## config.mk

```make
export PLATFORM = sky130hd
export DESIGN_NAME = crrc_ctrl
export DESIGN_NICKNAME = d
export VERILOG_FILES = /design/src/rtl/crrc_pkg.sv /design/src/rtl/crrc_ctrl.sv
export SDC_FILE = /design/constraint.sdc
export NUM_CORES = 1
export LEC_CHECK = 0
export BUFFER_PORTS_ARGS = -buffer_cell sky130_fd_sc_hd__buf_4
export CORE_AREA = 5 5 42 44
export DETAILED_ROUTE_END_ITERATION = 16
export DIE_AREA = 0 0 47 49
export SETUP_SLACK_MARGIN = 0.5
export SYNTH_ARGS = -nofsm -noshare
export SYNTH_HDL_FRONTEND = slang
export SYNTH_SLANG_ARGS = --single-unit
```

## constraint.sdc

```tcl
create_clock -name i_clk -period 2.9 [get_ports i_clk]
set_input_delay 0.29 -clock i_clk [delete_from_list [all_inputs] [get_ports i_clk]]
set_output_delay 0.29 -clock i_clk [all_outputs]
set_load 0.05 [all_outputs]
```

## src/rtl/crrc_pkg.sv

```systemverilog
// ----------------------------------------------------------------------------
// crrc_pkg
// Shared types and codes for the code region range classifier.
// ----------------------------------------------------------------------------
package crrc_pkg;

    localparam int unsigned ADDR_W = 64;

    typedef enum logic [1:0] {
        MODE_ADD_IMAGE   = 2'd0,
        MODE_ADD_SECTION = 2'd1,
        MODE_ADD_ROUTINE = 2'd2,
        MODE_LOOKUP      = 2'd3
    } t_mode;

    typedef enum logic [1:0] {
        ST_OK         = 2'd0,
        ST_NO_IMAGE   = 2'd1,
        ST_NO_SECTION = 2'd2,
        ST_FULL       = 2'd3
    } t_status;

    typedef struct packed {
        logic [1:0]        mode;
        logic [ADDR_W-1:0] range_start;
        logic [ADDR_W-1:0] range_stop;
        logic              whitelist_flag;
        logic [ADDR_W-1:0] query_address;
    } t_in_word;

    typedef struct packed {
        logic [1:0] status;
        logic       image_hit;
        logic [3:0] image_slot;
        logic       section_hit;
        logic [5:0] section_slot;
        logic       routine_hit;
        logic [7:0] routine_slot;
        logic       is_whitelisted;
    } t_out_word;

    // Scan level being walked by the datapath.
    typedef enum logic [1:0] {
        LVL_IMAGE   = 2'd0,
        LVL_SECTION = 2'd1,
        LVL_ROUTINE = 2'd2
    } t_level;

    // Controller to datapath.
    typedef struct packed {
        logic   load;       // capture input word
        logic   write_add;  // perform the add held in the word register
        logic   scan_start; // reset scan index for level
        logic   scan_step;  // issue read of current index, advance
        logic   publish;    // copy finished result into the output register
        t_level level;
    } t_cmd;

    // Datapath to controller.
    typedef struct packed {
        logic is_lookup;
        logic last_idx;     // last issued index is the final one of the level
        logic empty;        // level holds no entries
        logic hit;          // compare on the registered read of the last issued index matched
        logic hit_valid;    // compare result is fresh
    } t_stat;

endpackage

```

## src/rtl/crrc_ctrl.sv

```systemverilog
// ----------------------------------------------------------------------------
// crrc_ctrl
// Sequencer: handshakes, add commit and three-level scan.
// ----------------------------------------------------------------------------
module crrc_ctrl (
    input  logic            i_clk,
    input  logic            i_rst_n,
    input  logic            i_in_valid,
    output logic            o_in_ready,
    output logic            o_out_valid,
    input  logic            i_out_ready,
    input  crrc_pkg::t_stat i_stat,
    output crrc_pkg::t_cmd  o_cmd
);
    import crrc_pkg::*;

    typedef enum logic [2:0] {
        S_IDLE, S_DECODE, S_ISSUE, S_WAIT, S_DONE
    } t_state;

    t_state r_state;
    t_level r_level;
    logic   r_out_valid;
    logic   w_publish;

    assign o_in_ready  = (r_state == S_IDLE);
    assign o_out_valid = r_out_valid;
    // Result moves to the output register once the previous one has gone.
    assign w_publish   = (r_state == S_DONE) && (!r_out_valid || i_out_ready);

    always_comb begin
        o_cmd            = '0;
        o_cmd.level      = r_level;
        o_cmd.load       = i_in_valid && o_in_ready;
        o_cmd.write_add  = (r_state == S_DECODE) && !i_stat.is_lookup;
        o_cmd.scan_step  = (r_state == S_ISSUE) && !i_stat.empty;
        o_cmd.scan_start = (r_state == S_WAIT) && i_stat.hit && (r_level != LVL_ROUTINE);
        o_cmd.publish    = w_publish;
    end

    always_ff @(posedge i_clk) begin
        if (!i_rst_n) begin
            r_state     <= S_IDLE;
            r_level     <= LVL_IMAGE;
            r_out_valid <= 1'b0;
        end else begin
            if (w_publish) begin
                r_out_valid <= 1'b1;
            end else if (r_out_valid && i_out_ready) begin
                r_out_valid <= 1'b0;
            end
            unique case (r_state)
                S_IDLE: if (o_cmd.load) begin
                    r_state <= S_DECODE;
                    r_level <= LVL_IMAGE;
                end
                S_DECODE: r_state <= i_stat.is_lookup ? S_ISSUE : S_DONE;
                // One read per pass; wait for its compare.
                S_ISSUE: r_state <= i_stat.empty ? S_DONE : S_WAIT;
                S_WAIT: begin
                    if (i_stat.hit) begin
                        if (r_level == LVL_ROUTINE) begin
                            r_state <= S_DONE;
                        end else begin
                            r_level <= (r_level == LVL_IMAGE) ? LVL_SECTION : LVL_ROUTINE;
                            r_state <= S_ISSUE;
                        end
                    end else if (i_stat.last_idx) begin
                        r_state <= S_DONE;
                    end else begin
                        r_state <= S_ISSUE;
                    end
                end
                S_DONE: if (w_publish) begin
                    r_state <= S_IDLE;
                end
                default: r_state <= S_IDLE;
            endcase
        end
    end

    a_out_hold: assert property (@(posedge i_clk) disable iff (!i_rst_n)
        (r_out_valid && !i_out_ready) |=> r_out_valid)
        else $error("result dropped before taken");
    a_wait_has_read: assert property (@(posedge i_clk) disable iff (!i_rst_n)
        (r_state == S_WAIT) |-> i_stat.hit_valid)
        else $error("compare without read");
    a_done_pulse: assert property (@(posedge i_clk) disable iff (!i_rst_n)
        w_publish |=> r_out_valid)
        else $error("result not raised");

endmodule

```

==> metrics.md, run 1 <==
| Metric | Value |
|---|---|
| Status | finished clean |
| Tcrit/Tclk final | 62.3% |
| Fraction of layout cells with a size suffix above 1 | 42.6% |
| Drc violations | 0 |
| CTS tree | built |
| Hold Crit Class | in -> reg |
| Antenna violations before repair | 0 |
| Routed WL | 904 um |
| Initial DRC count | 11 |
| I/O pins | 18 |
| Post-synth EDFFs | 0 |
| Routed vias/inst | 4.91 |
| Area contributors post-synth | dfxtp_1, a21oi_1, nand3_1, inv_1, nand3b_1 |
| IO buf count | 16 |
| Worst-margin pin slew | 0.343 ns |
| Reg clk slew, reported paths | 0.05 ns |
| Clock sink count | 6 |
| Syn Nets | 54 |
| Achievable clock frequency | 0.554 GHz |
| Final Hold Fails | 0 |
| Area delta synth->final | 38.1% |
| Min cycle time layout | 1.81 ns |
| Synth unique cells | 28 |
| Leak | 0.000225 uW |
| Final Skew | 0.00574 ns |
| Post-synth ARST share | 0% |
| Initial DRT Pass Iterations | 4 |
| Remaining global-route overflow | 0 |
| Routed len/inst | 11.7 um |
| Antenna Cells | 0 |
| Die Footprint | 2300 um^2 |
| Vias in the first global route | 377 |
| Cell area after synthesis | 384 um^2 |
| Mapped Cells | 45 |
| Slew HR | 77.1% |
| Top FF cell, synth | dfxtp_1 |
| Nets | 72 |
| Rows | 14 |
| Element type at the critical path start | flip-flop |
| Finish-stage setup viols | 0 |
| CTS resizes | 0 |
| Max cap viols | 0 |
| DR top layer | met3 |
| Critical Path RT | 2.61 ns |
| WS Path Type | reg -> out |
| Crit. End Element | output pin |
| Vias | 378 |
| Top cell type by total area after synthesis | dfxtp_1 |
| GRT Overall Usage | 8.75% |
| Register area share after synthesis | 31.3% |
| Number of antenna-violating nets in the routed design | 0 |
| First-pass GRT wire length | 1480 um |
| PwrDens | 408 nW/um^2 |
| Mean Syn Cell Area | 8.54 um^2 |
| Worst setup margin | 1.09 ns |
| Hold Buf Count CTS | 0 |
| Worst EP arrival | 1.52 ns |
| Met1 WL | 421 um |
| Placer Congestion | 0.703 |
| #FFs+latches synth | 6 |
| Final Max Tran Viols | 0 |
| CTS buffer count | 3 |
| Core area | 1400 um^2 |
| Die height | 49 um |
| Peak supply drop | 156 uV |
| Unrepaired setup endpoints after global routing | no |
| Fin util | 37.9% |
| Placed cell area | 508 um^2 |
| Largest net degree at the start of global routing | 12 |
| H-tree Lvls | 1 |
| Synth warn | 0 |
| Post-route cell area | 531 um^2 |
| Worst-Skew Late Latency | 0.24 ns |
| Die Wd | 47 um |
| Setup bufs post-CTS | 0 |
| Met3 WL | 49 um |
| Max clock buf depth | 2 |
| Starting Density | 27.4% |
| Top cell type's share of synthesized area | 31.3% |
| CP max FO | 11 |
| Total negative slack | 0 ns |
| Place WS | 1.36 ns |
| Met2 wire length | 432 um |
| Root Buffer | clkbuf_4 |
| Dpl hpwl | 704 um |
sequential cells by signal (all words and copies together) (netlist names):
| name | count |
|---|---|
| r_level | 2 |
| o_out_valid | 1 |
| r_state | 3 |
report_power, final:
| part | switching (uW) | leakage, uW | internal, uW |
|---|---|---|---|
| registers | 4.76 | 0.0000487 | 85.0 |
| clock network | 30.4 | 0.0000138 | 46.8 |
| logic | 29.1 | 0.000163 | 20.4 |
| total | 64.2 | 0.000225 | 152 |
cells in the mapped netlist (2+ instances only):
library cell  instances
dfxtp_1               6
inv_1                 4
a21oi_1               3
nand3_1               3
a31oi_1               2
nand2_1               2
nand3b_1              2
nor2_1                2
nor2b_1               2
per-stage QoR:
stage	instances	hold slack, ns	total power (uW)
3_5_place_dp	74	0.512	141
2_1_floorplan	45	0.408	124
3_3_place_gp	74	0.501	141
5_1_grt	77	0.300	228
6_report	77	0.302	217
4_1_cts	77	0.298	220
cell type report:
type                            instances  area [um^2]
Sequential cell                         6          120
Tap cell                               16         20.0
Multi-Input combinational cell         31          228
Fill cell                             157          871
Clock buffer                            3         22.5
Timing Repair Buffer                   16          120
Inverter                                5         20.0
final timing paths:
| path | startpoint | endpoint | slack (ns) | depth (start not counted) |
|---|---|---|---|---|
| setup / recovery | r_state[1]$_SDFFE_PN0P_ | o_cmd[6] | 1.09 | 3 |
| hold / removal | i_rst_n | o_out_valid$_SDFFE_PN0P_ | 0.30 | 2 |
| setup reg to reg | r_state[1]$_SDFFE_PN0P_ | r_level[1]$_SDFFE_PN0P_ | 1.50 | 4 |
| hold reg to reg | r_level[0]$_SDFFE_PN0P_ | r_level[0]$_SDFFE_PN0P_ | 0.52 | 2 |
cell families after synthesis:
family / Yosys count / synth area share, %
buffers and inverters: 8 / 11.1
and+or+nand+nor: 21 / 38.8
AOI/OAI and AO/OA: 10 / 18.9
DFF: 6 / 31.3
metal layers:
layer	vias to the layer above	global-route usage, %
met5	-	0
met4	0	4.15
met2	15	11.8
met1	168	11.7
li1	195	-
met3	0	3.69
placed cells by master, fill, tap and decap left out:
master / netlist / layout
a21oi_1: 3 / 3
nor3_1: 1 / 1
o21a_1: 1 / 1
o311ai_0: 1 / 1
nor3b_1: 1 / 1
o211a_1: 1 / 1
and3b_2: 1 / 1
a31oi_1: 2 / 2
nor2b_1: 2 / 2
clkinv_2: 1 / 1
inv_1: 4 / 4
a41oi_1: 1 / 1
nand4b_1: 1 / 1
dfxtp_1: 6 / 6
nand2b_1: 1 / 1
nor2_1: 2 / 2
buf_4: 1 / 16
or4b_4: 1 / 1
nand3b_1: 2 / 2
nand2_1: 2 / 2
nand3_1: 3 / 3
nor3_2: 1 / 1
clkbuf_4: 0 / 3
a21bo_2: 1 / 1
and3_1: 1 / 1
nor4b_2: 1 / 2
worst max-delay path: stages (launching register included):
cell and delay (ns):
dfxtp_1 0.41, or4b_4 0.59, clkinv_2 0.08, buf_4 0.19
No activity file was read; power rests on OpenSTA's default activity.
==> run 2: changes to the inputs <==
--- a/config.mk
+++ b/config.mk
@@ -5,6 +5,7 @@
 export SDC_FILE = /design/constraint.sdc
 export NUM_CORES = 1
 export LEC_CHECK = 0
+export ABC_AREA = 1
 export BUFFER_PORTS_ARGS = -buffer_cell sky130_fd_sc_hd__buf_4
 export CORE_AREA = 5 5 42 44
 export DETAILED_ROUTE_END_ITERATION = 16
==> constraint.sdc (replaced) <==
create_clock -name i_clk -period 1.5 [get_ports i_clk]
set_input_delay 0.15 -clock i_clk [delete_from_list [all_inputs] [get_ports i_clk]]
set_output_delay 0.15 -clock i_clk [all_outputs]
set_load 0.05 [all_outputs]
==> run 2 against run 1 <==
Effect of this change: routed wire length up 30%; global-route usage up 3.0 points; design area up 50%; power rose to 3.4 times the previous value; via count increased by 29%; flip-flop and latch count did not move; first-iteration DRC count is 45% lower; largest cell class is now non-clock buffers; largest power group is now combinational logic; highest routed layer is now met4.
==> metrics.md, run 2 <==
| Metric | Value |
|---|---|
| Status | finished clean |
| Delay of the slowest cell on the worst path | 0.36 ns |
| Synth warn | 0 |
| Area contributors post-synth | dfxtp_1, inv_1, nand3_4, nand2_1, nand4_1 |
| Placer Congestion | 0.720 |
| Total negative slack | 0 ns |
| Critical Path RT | 1.35 ns |
| Nets | 103 |
| Mean Syn Cell Area | 6.71 um^2 |
| Number of antenna-violating nets in the routed design | 0 |
| Commonest cells after routing, fill and taps aside | buf_4, inv_1, nand2_1, dfxtp_4, buf_8 |
| Leak | 0.000362 uW |
| Slew HR | 86.1% |
| Area delta synth->final | 94.5% |
| Routed vias/inst | 4.52 |
| Antenna Cells | 0 |
| Die Footprint | 2300 um^2 |
| Cell area after synthesis | 409 um^2 |
| Worst EP arrival | 1.19 ns |
| Worst-margin pin slew | 0.207 ns |
| Antenna violations before repair | 0 |
| Vias | 488 |
| Largest net degree at the start of global routing | 7 |
| Drc violations | 0 |
| Net Switching | 299 uW |
| CP max FO | 6 |
| Element type at the critical path start | flip-flop |
| Synth unique cells | 18 |
| Max clock buf depth | 2 |
| Critical Path Slowest Stage Cell | dfxtp_4 |
| Reg-to-reg setup timing slack | 0.26 ns |
| Tcrit/Tclk final | 89.1% |
| Sw frac | 40.3% |
| Crit. End Element | output pin |
| Final Hold Fails | 0 |
| WS Path Type | reg -> out |
| RR Endpoint | r_level[0]$_SDFFE_PN0P_ |
| Remaining global-route overflow | 0 |
| Final Max Tran Viols | 0 |
| I/O pins | 18 |
| Vias in the first global route | 485 |
| Internal power | 443 uW |
| #FFs+latches synth | 6 |
| Routed len/inst | 10.9 um |
| Clock sink count | 6 |
| Cell Chain, Critical Path | nor2_4, nand2_2, nor2_4, buf_8 |
| Post-route cell area | 796 um^2 |
| Commonest non-fill, non-tap cell in the layout | buf_4 |
| Placed cell area | 598 um^2 |
| Mapped Cells | 61 |
| Top reg by flops | r_state |
| Most frequent cell after synthesis | inv_1 |
| Max reg flops | 3 |
| Finish-stage setup viols | 0 |
| Syn Nets | 70 |
| Fraction of layout cells with a size suffix above 1 | 63.0% |
| Root Buffer | clkbuf_4 |
| Top FF cell, synth | dfxtp_1 |
| Post-synth ARST share | 0% |
| Initial DRT Pass Iterations | 4 |
| Clk pwr share | 18.9% |
| Starting Density | 29.2% |
| Die Wd | 47 um |
| First-pass GRT wire length | 1990 um |
| Achievable clock frequency | 0.749 GHz |
| Worst Setup SP | r_state[1]$_SDFFE_PN0P_ |
| Initial DRC count | 6 |
| Hold Crit Class | in -> reg |
| Reg clk slew, reported paths | 0.04 ns |
| Routed WL | 1170 um |
| Peak supply drop | 504 uV |
| PwrDens | 931 nW/um^2 |
| Max cap viols | 0 |
| Min cycle time layout | 1.34 ns |
| Worst-Skew Late Latency | 0.24 ns |
| CTS buffer count | 3 |
| Top cell type by total area after synthesis | dfxtp_1 |
| Crit path top cell by count | nor2_4 |
| Post-synth EDFFs | 0 |
| RR Startpoint | r_state[0]$_SDFFE_PN0P_ |
| CTS tree | built |
| H-tree Lvls | 1 |
| Die height | 49 um |
| Part of the power in registers | 28.4% |
| Register area share after synthesis | 29.4% |
| Dpl hpwl | 815 um |
| Rows | 14 |
| Unrepaired setup endpoints after global routing | yes |
| IO buf count | 16 |
| Final Skew | 0.00243 ns |
| Power share of the combinational group | 52.7% |
| Top cell type's share of synthesized area | 29.4% |
| GRT Overall Usage | 11.8% |
| R2r worst-path depth | 7 |
| Setup crit end | o_cmd[2] |
| Hold Buf Count CTS | 0 |
| Commonest cells in the netlist | inv_1, nand2_1, dfxtp_1, nor2_1, nand4_1 |
| Core area | 1400 um^2 |
| Cells on Worst Hold Path | 3 |
run 2: cell type report:
type	instances	area [um^2]
fill	129	606
timing repair buffer	29	278
multi-input combinational	39	258
sequential	6	143
inverter	15	75.1
clock buffer	3	22.5
tap	16	20.0
run 2: power by group through the flow:
stage	sequential, uW	combinational, uW	clock (uW)
5_1_grt	215	419	151
6_report	210	391	140
3_3_place_gp	213	286	0
3_5_place_dp	213	289	0
4_1_cts	209	357	150
2_1_floorplan	239	187	0
run 2: cell families after synthesis:
group / Yosys count / share of synthesized area (%)
and+or+nand+nor: 34 / 48.6
buffers and inverters: 16 / 15.6
AOI/OAI and AO/OA: 5 / 6.42
DFF: 6 / 29.4
run 2: how the worst min path moves through the flow:
stage / startpoint / to / slack, ns
after CTS: i_rst_n / r_state[2]$_SDFFE_PN0P_ / 0.12
after floorplan: i_rst_n / r_state[2]$_SDFFE_PN0P_ / 0.25
after global routing: i_rst_n / r_state[2]$_SDFFE_PN0P_ / 0.15
after detailed placement: i_rst_n / r_state[2]$_SDFFE_PN0P_ / 0.37
final: i_rst_n / r_state[2]$_SDFFE_PN0P_ / 0.13
after global placement: i_rst_n / r_state[2]$_SDFFE_PN0P_ / 0.37
run 2: repair_timing:
item                       4_1_cts  5_1_grt
pin swaps                        3        9
setup buffers                    6        7
gates resized for setup         11       10
setup endpoints to repair        8       11
run 2: worst max-delay path, delay by kind of cell (launching register included):
kind                   cells  cell delay [ns]
flip-flops                 1             0.36
buffers and inverters      1             0.15
AND/OR/NAND/NOR            3             0.43
run 2: metrics by stage:
stage	instances	power (uW)	setup slack (ns)	utilization (%)	hold WS, ns
after CTS	101	716	0.174	50.4	0.122
final	108	741	0.164	56.8	0.125
after global routing	108	785	0.106	56.8	0.148
after detailed placement	92	502	0.401	42.7	0.371
after floorplan	61	426	0.461	-	0.247
after global placement	92	498	0.412	42.7	0.368
run 2: layer usage:
metal | up-vias | track usage, % | share of wire, % | wire, um
li1 | 258 | - | - | -
met1 | 221 | 14.8 | 40 | 464
met2 | 7 | 17.6 | 56 | 652
met3 | 2 | 1.48 | 3.7 | 43
met4 | 0 | 8.29 | 1.1 | 13
met5 | - | 0 | 0 | 0
==> run 3: changes to the inputs <==
--- a/config.mk
+++ b/config.mk
@@ -7,6 +7,7 @@
 export LEC_CHECK = 0
 export ABC_AREA = 1
 export BUFFER_PORTS_ARGS = -buffer_cell sky130_fd_sc_hd__buf_4
+export CAP_MARGIN = 40
 export CORE_AREA = 5 5 42 44
 export DETAILED_ROUTE_END_ITERATION = 16
 export DIE_AREA = 0 0 47 49
==> constraint.sdc (replaced) <==
create_clock -name i_clk -period 1.5 [get_ports i_clk]
set_input_delay 0.3 -clock i_clk [delete_from_list [all_inputs] [get_ports i_clk]]
set_output_delay 0.3 -clock i_clk [all_outputs]
set_load 0.05 [all_outputs]
==> run 3 against run 2 <==
Effect of this change: first-iteration DRC count increased by 17%; die area unchanged; clock power increased by 12%; power increased by 2.0%; core utilization increased by 2.5 points; global-route usage decreased by 0.64 points; combinational power decreased by 2%.
==> metrics.md, run 3 (synthesized netlist as in run 2, its figures left out) <==
| Metric | Value |
|---|---|
| Final Hold Fails | 0 |
| Achievable clock frequency | 0.702 GHz |
| Area delta synth->final | 103% |
| Max reg flops | 3 |
| Routed vias/inst | 4.56 |
| Antenna violations before repair | 0 |
| CP max FO | 5 |
| Vias in the first global route | 453 |
| Worst-Skew Late Latency | 0.25 ns |
| Die Wd | 47 um |
| R2r worst-path depth | 7 |
| First-pass GRT wire length | 1810 um |
| Met2 Resource Use GR | 13.8% |
| Initial DRC count | 7 |
| Max clock buf depth | 2 |
| Remaining global-route overflow | 0 |
| Core area | 1400 um^2 |
| Largest net degree at the start of global routing | 7 |
| Non-Filler Instances | 107 |
| Initial DRT Pass Iterations | 4 |
| Final Max Tran Viols | 0 |
| Critical Path RT | 1.20 ns |
| Vias | 488 |
| Routed WL | 1140 um |
| Most used routing layer | met1 |
| Max cap viols | 0 |
| Rows | 14 |
| Min cycle time layout | 1.42 ns |
| CTS tree | built |
| Worst EP arrival | 1.12 ns |
| Area of the multi-input gates | 280 um^2 |
| Peak supply drop | 391 uV |
| Element type at the critical path start | flip-flop |
| Clock sink count | 6 |
| PwrDens | 910 nW/um^2 |
| Leak | 0.000365 uW |
| Hold Buf Count CTS | 0 |
| IO buf count | 16 |
| Tcrit/Tclk final | 94.9% |
| Crit. End Element | output pin |
| Commonest cells after routing, fill and taps aside | buf_4, inv_1, buf_8, nand2_1, dfxtp_4 |
| Worst-margin pin slew | 0.232 ns |
| WS Path Type | reg -> out |
| Starting Density | 29.2% |
| Commonest non-fill, non-tap cell in the layout | buf_4 |
| Nets | 102 |
| Dpl hpwl | 773 um |
| Placed Cells | 92 |
| CTS buffer count | 3 |
| Unrepaired setup endpoints after global routing | yes |
| Hold Crit Class | in -> reg |
| Final Skew | 0.00865 ns |
| Routed len/inst | 10.7 um |
| Die height | 49 um |
| Root Buffer | clkbuf_4 |
| Finish-stage setup viols | 0 |
| Placer Congestion | 0.734 |
| Antenna Cells | 0 |
| Cells on Worst Hold Path | 3 |
| Reg clk slew, reported paths | 0.05 ns |
| Number of antenna-violating nets in the routed design | 0 |
| Met3 usage | 3.69% |
| Die Footprint | 2300 um^2 |
| Fraction of layout cells with a size suffix above 1 | 64.8% |
| Status | finished clean |
| Met1 track demand over resource | 14.7% |
| Drc violations | 0 |
| FF/Latch Area | 143 um^2 |
| GRT Overall Usage | 11.1% |
| H-tree Lvls | 1 |
| Fill count | 131 |
| Total negative slack | 0 ns |
| I/O pins | 18 |
| Slew HR | 84.4% |
| Top reg by flops | r_state |
[run 3: changes by cell type in the layout (fill, tap and decap cells not counted), sizes merged]
| cell | change |
|---|---|
| buf | -1 |
[run 3: power breakdown]
part	total [uW]	switching, uW	internal (uW)
clock	157	66.4	91.1
sequential	215	34.2	181
combinational	384	214	169
total	756	315	441
[run 3: path summary, 6_finish.rpt]
path	slack, ns	to	from
max reg2reg	0.22	r_state[1]$_SDFFE_PN0P_	r_state[2]$_SDFFE_PN0P_
max	0.08	o_cmd[2]	r_state[0]$_SDFFE_PN0P_
min	0.27	r_state[2]$_SDFFE_PN0P_	i_rst_n
min reg2reg	0.61	r_level[0]$_SDFFE_PN0P_	r_level[0]$_SDFFE_PN0P_
[run 3: through the flow]
stage | util [%] | instance area [um^2] | hold slack [ns] | power [uW] | setup slack, ns
after floorplan | - | 474 | 0.397 | 426 | 0.329
after global placement | 43.0 | 603 | 0.519 | 497 | 0.259
after detailed placement | 43.0 | 603 | 0.525 | 500 | 0.261
after CTS | 53.4 | 748 | 0.261 | 721 | 0.0425
after global routing | 59.3 | 831 | 0.283 | 793 | 0.00522
final | 59.3 | 831 | 0.267 | 756 | 0.0764
[run 3: timing repair]
item | in CTS | in global routing
gates resized for setup | 17 | 12
buffers inserted | 8 | 4
setup endpoints to repair | 11 | 14
cloned | 0 | 0
pin swaps | 5 | 6
[run 3: critical path, cell delays in order, from the launching register on]
cell and delay [ns]:
dfxtp_4 0.36, nor2_4 0.18, nand2_2 0.08, nor2_4 0.09, buf_6 0.16
[run 3: final cells by class]
type                            instances  area share, %
Inverter                               15           9.64
Clock buffer                            3           2.71
Timing Repair Buffer                   28           34.3
Sequential cell                         6           17.2
Tap cell                               16           2.41
Multi-Input combinational cell         39           33.7
[run 3: per-layer routing]
metal | wire length (um) | vias up
li1 | - | 257
met3 | 59 | 4
met1 | 496 | 212
met5 | 0 | -
met2 | 554 | 15
met4 | 29 | 0
